$ cat src/rtl/mrk_pkg.sv
// Package for the Merkle root block: payload types, SHA-256 constants, the
// domain string and the compression handshake. Used by every module in rtl/.
`timescale 1ns / 1ps
package mrk_pkg;

    typedef struct packed {
        logic        word_valid;
        logic [63:0] leaf_word;
        logic        close_table;
    } t_in_item;

    typedef struct packed {
        logic [63:0] root_word;
        logic [1:0]  error_code;
        logic        last_word;
    } t_out_item;

    localparam logic [1:0] ERR_OK      = 2'd0;
    localparam logic [1:0] ERR_EMPTY   = 2'd1;
    localparam logic [1:0] ERR_TOOMANY = 2'd2;
    localparam logic [1:0] ERR_PARTIAL = 2'd3;

    // Domain string, 30 ASCII bytes, most significant byte first.
    localparam logic [239:0] DOMAIN_TEXT =
        240'h64656c74_61726564_7563652e_3030342e_6d65726b_6c652d6e_6f64652e_7631;

    localparam logic [255:0] INITIAL_H = {
        32'h6a09e667, 32'hbb67ae85, 32'h3c6ef372, 32'ha54ff53a,
        32'h510e527f, 32'h9b05688c, 32'h1f83d9ab, 32'h5be0cd19};

    function automatic logic [31:0] round_k(input logic [5:0] t);
        logic [31:0] k;
        case (t)
            6'd0: k = 32'h428a2f98;  6'd1: k = 32'h71374491;
            6'd2: k = 32'hb5c0fbcf;  6'd3: k = 32'he9b5dba5;
            6'd4: k = 32'h3956c25b;  6'd5: k = 32'h59f111f1;
            6'd6: k = 32'h923f82a4;  6'd7: k = 32'hab1c5ed5;
            6'd8: k = 32'hd807aa98;  6'd9: k = 32'h12835b01;
            6'd10: k = 32'h243185be; 6'd11: k = 32'h550c7dc3;
            6'd12: k = 32'h72be5d74; 6'd13: k = 32'h80deb1fe;
            6'd14: k = 32'h9bdc06a7; 6'd15: k = 32'hc19bf174;
            6'd16: k = 32'he49b69c1; 6'd17: k = 32'hefbe4786;
            6'd18: k = 32'h0fc19dc6; 6'd19: k = 32'h240ca1cc;
            6'd20: k = 32'h2de92c6f; 6'd21: k = 32'h4a7484aa;
            6'd22: k = 32'h5cb0a9dc; 6'd23: k = 32'h76f988da;
            6'd24: k = 32'h983e5152; 6'd25: k = 32'ha831c66d;
            6'd26: k = 32'hb00327c8; 6'd27: k = 32'hbf597fc7;
            6'd28: k = 32'hc6e00bf3; 6'd29: k = 32'hd5a79147;
            6'd30: k = 32'h06ca6351; 6'd31: k = 32'h14292967;
            6'd32: k = 32'h27b70a85; 6'd33: k = 32'h2e1b2138;
            6'd34: k = 32'h4d2c6dfc; 6'd35: k = 32'h53380d13;
            6'd36: k = 32'h650a7354; 6'd37: k = 32'h766a0abb;
            6'd38: k = 32'h81c2c92e; 6'd39: k = 32'h92722c85;
            6'd40: k = 32'ha2bfe8a1; 6'd41: k = 32'ha81a664b;
            6'd42: k = 32'hc24b8b70; 6'd43: k = 32'hc76c51a3;
            6'd44: k = 32'hd192e819; 6'd45: k = 32'hd6990624;
            6'd46: k = 32'hf40e3585; 6'd47: k = 32'h106aa070;
            6'd48: k = 32'h19a4c116; 6'd49: k = 32'h1e376c08;
            6'd50: k = 32'h2748774c; 6'd51: k = 32'h34b0bcb5;
            6'd52: k = 32'h391c0cb3; 6'd53: k = 32'h4ed8aa4a;
            6'd54: k = 32'h5b9cca4f; 6'd55: k = 32'h682e6ff3;
            6'd56: k = 32'h748f82ee; 6'd57: k = 32'h78a5636f;
            6'd58: k = 32'h84c87814; 6'd59: k = 32'h8cc70208;
            6'd60: k = 32'h90befffa; 6'd61: k = 32'ha4506ceb;
            6'd62: k = 32'hbef9a3f7; 6'd63: k = 32'hc67178f2;
            default: k = 32'h0;
        endcase
        return k;
    endfunction

    function automatic logic [31:0] rotr(input logic [31:0] x, input int n);
        return (x >> n) | (x << (32 - n));
    endfunction

    // Handshake between the tree sequencer and the compression core.
    typedef struct packed {
        logic         start;
        logic         second;   // 1: chain from the previous block's state
        logic [511:0] block;
    } t_cmp_req;

    typedef struct packed {
        logic         done;
        logic [255:0] digest;
    } t_cmp_rsp;

endpackage

$ cat src/rtl/mrk_compress.sv
// SHA-256 compression core, one round per cycle over 64 rounds.
// Depends on mrk_pkg for the round constants and handshake structs.
`timescale 1ns / 1ps
module mrk_compress (
    input  logic              i_clk,
    input  logic              i_rst_n,
    input  mrk_pkg::t_cmp_req i_req,
    output mrk_pkg::t_cmp_rsp o_rsp
);
    logic         r_busy;
    logic [5:0]   r_round;
    logic [255:0] r_base;
    logic [255:0] r_work;
    logic [511:0] r_sched;
    logic         r_done;

    logic [31:0] a, b, c, d, e, f, g, h, w, t1, t2, s0, s1, x2, x15, wn;

    always_comb begin
        {a, b, c, d, e, f, g, h} = r_work;
        w   = r_sched[511:480];
        t1  = h + (mrk_pkg::rotr(e, 6) ^ mrk_pkg::rotr(e, 11) ^ mrk_pkg::rotr(e, 25))
              + ((e & f) ^ (~e & g)) + mrk_pkg::round_k(r_round) + w;
        t2  = (mrk_pkg::rotr(a, 2) ^ mrk_pkg::rotr(a, 13) ^ mrk_pkg::rotr(a, 22))
              + ((a & b) ^ (a & c) ^ (b & c));
        // Window holds W[t..t+15]; next entry W[t+16].
        x2  = r_sched[63:32];
        x15 = r_sched[479:448];
        s1  = mrk_pkg::rotr(x2, 17) ^ mrk_pkg::rotr(x2, 19) ^ (x2 >> 10);
        s0  = mrk_pkg::rotr(x15, 7) ^ mrk_pkg::rotr(x15, 18) ^ (x15 >> 3);
        wn  = s1 + r_sched[223:192] + s0 + w;
    end

    always_ff @(posedge i_clk) begin
        if (!i_rst_n) begin
            r_busy <= 1'b0;
            r_done <= 1'b0;
            r_round <= '0;
        end else begin
            r_done <= 1'b0;
            if (i_req.start) begin
                r_busy  <= 1'b1;
                r_round <= '0;
                r_base  <= i_req.second ? o_rsp.digest : mrk_pkg::INITIAL_H;
                r_work  <= i_req.second ? o_rsp.digest : mrk_pkg::INITIAL_H;
                r_sched <= i_req.block;
            end else if (r_busy) begin
                r_work  <= {t1 + t2, a, b, c, d + t1, e, f, g};
                r_sched <= {r_sched[479:0], wn};
                r_round <= r_round + 6'd1;
                if (r_round == 6'd63) begin
                    r_busy <= 1'b0;
                    r_done <= 1'b1;
                end
            end
        end
    end

    // Digest is the final sum, held in r_digest after completion.
    logic [255:0] r_digest;
    always_ff @(posedge i_clk) begin
        if (r_busy && r_round == 6'd63) begin
            r_digest <= {r_base[255:224] + t1 + t2, r_base[223:192] + a,
                         r_base[191:160] + b, r_base[159:128] + c,
                         r_base[127:96] + d + t1, r_base[95:64] + e,
                         r_base[63:32] + f, r_base[31:0] + g};
        end
    end

    assign o_rsp.done   = r_done;
    assign o_rsp.digest = r_digest;

`ifndef SYNTHESIS
    a_done_after_last: assert property (@(posedge i_clk) disable iff (!i_rst_n)
        (r_busy && r_round == 6'd63 && !i_req.start) |=> r_done)
        else $error("done missing after last round");
    a_no_start_busy: assert property (@(posedge i_clk) disable iff (!i_rst_n)
        r_busy |-> !i_req.start)
        else $error("start while busy");
    a_done_idle: assert property (@(posedge i_clk) disable iff (!i_rst_n)
        r_done |-> !r_busy)
        else $error("done while busy");
`endif
endmodule
$ cat config.mk
export PLATFORM = sky130hd
export DESIGN_NAME = mrk_compress
export DESIGN_NICKNAME = d
export VERILOG_FILES = /design/src/rtl/mrk_pkg.sv /design/src/rtl/mrk_compress.sv
export SDC_FILE = /design/constraint.sdc
export NUM_CORES = 2
export LEC_CHECK = 0
export ABC_CLOCK_PERIOD_IN_PS = 27000
export BUFFER_PORTS_ARGS = -buffer_cell sky130_fd_sc_hd__buf_2
export CELL_PAD_IN_SITES_DETAIL_PLACEMENT = 1
export CELL_PAD_IN_SITES_GLOBAL_PLACEMENT = 1
export CORE_ASPECT_RATIO = 1.5
export CORE_UTILIZATION = 38
export CTS_BUF_LIST = sky130_fd_sc_hd__clkbuf_8
export CTS_CLUSTER_DIAMETER = 200
export DETAILED_ROUTE_END_ITERATION = 10
export PLACE_DENSITY_LB_ADDON = 0.1
export SLEW_MARGIN = 20
export SYNTH_ARGS = -nofsm -noshare
export SYNTH_HDL_FRONTEND = slang
export SYNTH_SLANG_ARGS = --single-unit
$ cat constraint.sdc
create_clock -name i_clk -period 27 [get_ports i_clk]
set_input_delay 1.35 -clock i_clk [delete_from_list [all_inputs] [get_ports i_clk]]
set_output_delay 1.35 -clock i_clk [all_outputs]
set_load 0.01 [all_outputs]
==> impl_metrics.env <==
export IMPL_status="finished, final reports clean"
export IMPL_drive_above_1_share_pct=24.6
export IMPL_synth_ff_latch_count=1320
export IMPL_rr_endpoint="r_digest[127]$_DFFE_PP_"
export IMPL_core_rowCount=206
export IMPL_wl_per_cell_um=29.9
export IMPL_period_share_pct=34.1
export IMPL_finalCriticalPeriod_ps=9210
export IMPL_netlist_cell_type_count=96
export IMPL_worst_path_largest_cell_delay_ps=580
export IMPL_setup_tns_ps=0
export IMPL_drtIter0Drc=3266
export IMPL_synthArstFlopShare_pct=0
export IMPL_synth_area_leaders="edfxtp_1 (48%), mux2_2 (9.5%), ha_1 (6.6%)"
export IMPL_grt_first_pass_wirelength_mm=441
export IMPL_start_util_pct=38.2
export IMPL_r2r_cells=33
export IMPL_layout_setup_ws_ps=17790
export IMPL_met2_usage_pct=54.7
export IMPL_die_area_um2=213000
export IMPL_synthTopCellsByCount="edfxtp_1 (1280), mux2_2 (675), inv_1 (571)"
export IMPL_worst_hold_path_type="flip-flop to flip-flop"
export IMPL_fmax_mhz=109
export IMPL_cp_start_kind="flip-flop"
export IMPL_hold_slack_ps=501
export IMPL_cts_clk_slew_worst_paths_ps=60
export IMPL_groute_usage_overall_pct=29.1
export IMPL_max_slew_margin_pct=25.8
export IMPL_io_pins=773
export IMPL_die_w_um=377
export IMPL_synth_top_cell_area_share_pct=48.0
export IMPL_hold_path_depth=1
export IMPL_synth_ff_type="edfxtp_1"
export IMPL_crit_path_max_fanout=6
export IMPL_area_delta_synth_final_pct=14.3
export IMPL_yosysTopAreaCell="edfxtp_1"
export IMPL_clock_latency_ps=1020
export IMPL_max_clock_path_buffers=4
export IMPL_grt_pass1_vias=61100
export IMPL_place_ws_ps=17820
export IMPL_ys_seq_area_share_pct=49.0
export IMPL_grt_use_met1_pct=29.3
export IMPL_hold_buffers=0
export IMPL_syn_area_um2=80000
export IMPL_cts_max_level=4
export IMPL_crit_arrival_ps=9880
export IMPL_path_class="flip-flop to flip-flop"
export IMPL_required_ps=27670
export IMPL_grt_overflow=0
export IMPL_fill_cells=22600
export IMPL_cts_tree="yes"
export IMPL_postRouteAntennaNets=0
export IMPL_final_nets=8657
export IMPL_rrSetupSlack_ps=17790
export IMPL_cp_end_kind="flip-flop"
export IMPL_cts_resized=0
export IMPL_ys_warn_count=0
export IMPL_crit_path_top_delay_cell="edfxtp_1"
export IMPL_grt_max_degree=176
export IMPL_synthCells=6696
export IMPL_fp_dieH_um=564
export IMPL_dp_hpwl_mm=248
export IMPL_rsz0062_at_grt="no"
export IMPL_tightestPinTransition_ps=1110
export IMPL_core_area_um2=210000
export IMPL_cts_buffers=228
export IMPL_clockRootBuffer="clkbuf_8"
export IMPL_syn_area_per_cell_um2=12.0
export IMPL_first_pass_iters=5
export IMPL_drcViolationCount=0
export IMPL_maxCapViolations=0
export IMPL_hold_viol_final=0
export IMPL_use_met3_pct=6.00
export IMPL_synth_most_common_cell="edfxtp_1"
export IMPL_wl_mm=314
export IMPL_antenna_found_initial=33
export IMPL_routabilityCongestion=0.950
export IMPL_r2r_start="r_work[122]$_DFFE_PP_"
export IMPL_hold_path_end="r_sched[329]$_DFFE_PP_"
export IMPL_top_usage_layer="met2"
export IMPL_slew_viol_final=0
export IMPL_portBuffers=772
export IMPL_routed_via_count=56100
export IMPL_cts_setup_buffers=0
export IMPL_finalSetupViolCount=0
export IMPL_vias_per_cell=5.34
export IMPL_min_from="r_sched[297]$_DFFE_PP_"
export IMPL_worstSetupStartpoint="r_work[122]$_DFFE_PP_"
export IMPL_fin_worst_skew_ps=111
export IMPL_synth_edf_count=1280
export IMPL_layout_core_utilization_pct=43.7
export IMPL_syn_num_nets=7853
export IMPL_cts_sinks=1320
-- area by class of cell --
cell class	instances	area, um2	area share (%)
diodes	19	47.5	0.0520
flip-flops and latches	1320	39200	42.9
clock buffers	234	3220	3.52
clock inverters	173	1210	1.32
repair buffers	845	4500	4.92
well taps	2808	3510	3.84
inverters	575	2160	2.36
multi-input cells	4530	37600	41.1
-- placed cells by master, fill, tap and decap left out, drive strengths merged, types with 17 or more instances in the layout --
master / instances
inv: 629
clkbuf: 235
ha: 420
a21boi: 27
clkinv: 98
nor3: 52
or3: 22
nand3: 76
buf: 844
a21o: 139
xnor2: 415
maj3: 35
o21bai: 43
nand2: 357
nor2: 276
diode: 19
a21oi: 333
o21ai: 352
dfxtp: 40
and2: 153
nand2b: 192
bufinv: 17
a211oi: 52
mux2: 676
fa: 221
a31oi: 40
nand4: 25
o31ai: 25
xor2: 205
o211ai: 42
edfxtp: 1280
nor2b: 43
o21a: 65
and3: 34
-- flip-flops by register name, summed over array words and instances, names as in the netlist, named ones only --
name and flops:
r_sched 512, r_base 256, r_digest 256, r_work 256
r_round 6, r_busy 1, r_done 1
-- critical path: cells and delay by family, from the launching register on --
family / cells / cell delay [ps]
buffers and inverters: 6 / 570
XOR/XNOR: 4 / 1060
AND/OR/NAND/NOR: 4 / 860
AO/OA/AOI/OAI: 12 / 2830
flip-flops: 1 / 580
adder cells (fa/ha/maj): 7 / 3000
-- layer usage --
metal	vias to the layer above	wire length, um
met5	-	128
met4	22	21200
met3	535	17200
met2	1561	167000
met1	28300	108000
li1	25700	-
-- kinds of logic (layout without fill, tap and decap cells) --
family / Yosys count / count (layout) / synth area share [%]
DFF: 1320 / 1320 / 49.0
and+or+nand+nor: 1278 / 1278 / 7.90
AOI/OAI and AO/OA: 1273 / 1273 / 10.1
buffers and inverters: 846 / 1827 / 4.04
muxes: 683 / 683 / 9.62
adders and majority gates: 676 / 676 / 12.5
xor gates and xnor gates: 620 / 620 / 6.78
other: 0 / 19 / 0
-- per-stage QoR --
stage	cells	instance area, um2
5_1_grt	10500	91500
3_3_place_gp	10100	87000
3_5_place_dp	10100	87000
6_report	10500	91500
4_1_cts	10500	91400
2_1_floorplan	6696	80000
-- worst max-delay path by stage --
stage	end	slack (ps)
after global placement	r_digest[127]$_DFFE_PP_	17840
after floorplan	r_sched[0]$_DFFE_PP_	6600
after global routing	r_digest[127]$_DFFE_PP_	17260
after detailed placement	r_digest[127]$_DFFE_PP_	17820
after CTS	r_digest[127]$_DFFE_PP_	17770
final	r_digest[127]$_DFFE_PP_	17790
Power is left out: the tool's default activity adds up to more than one toggle a clock period on the data nets, which glitch-free logic cannot reach.
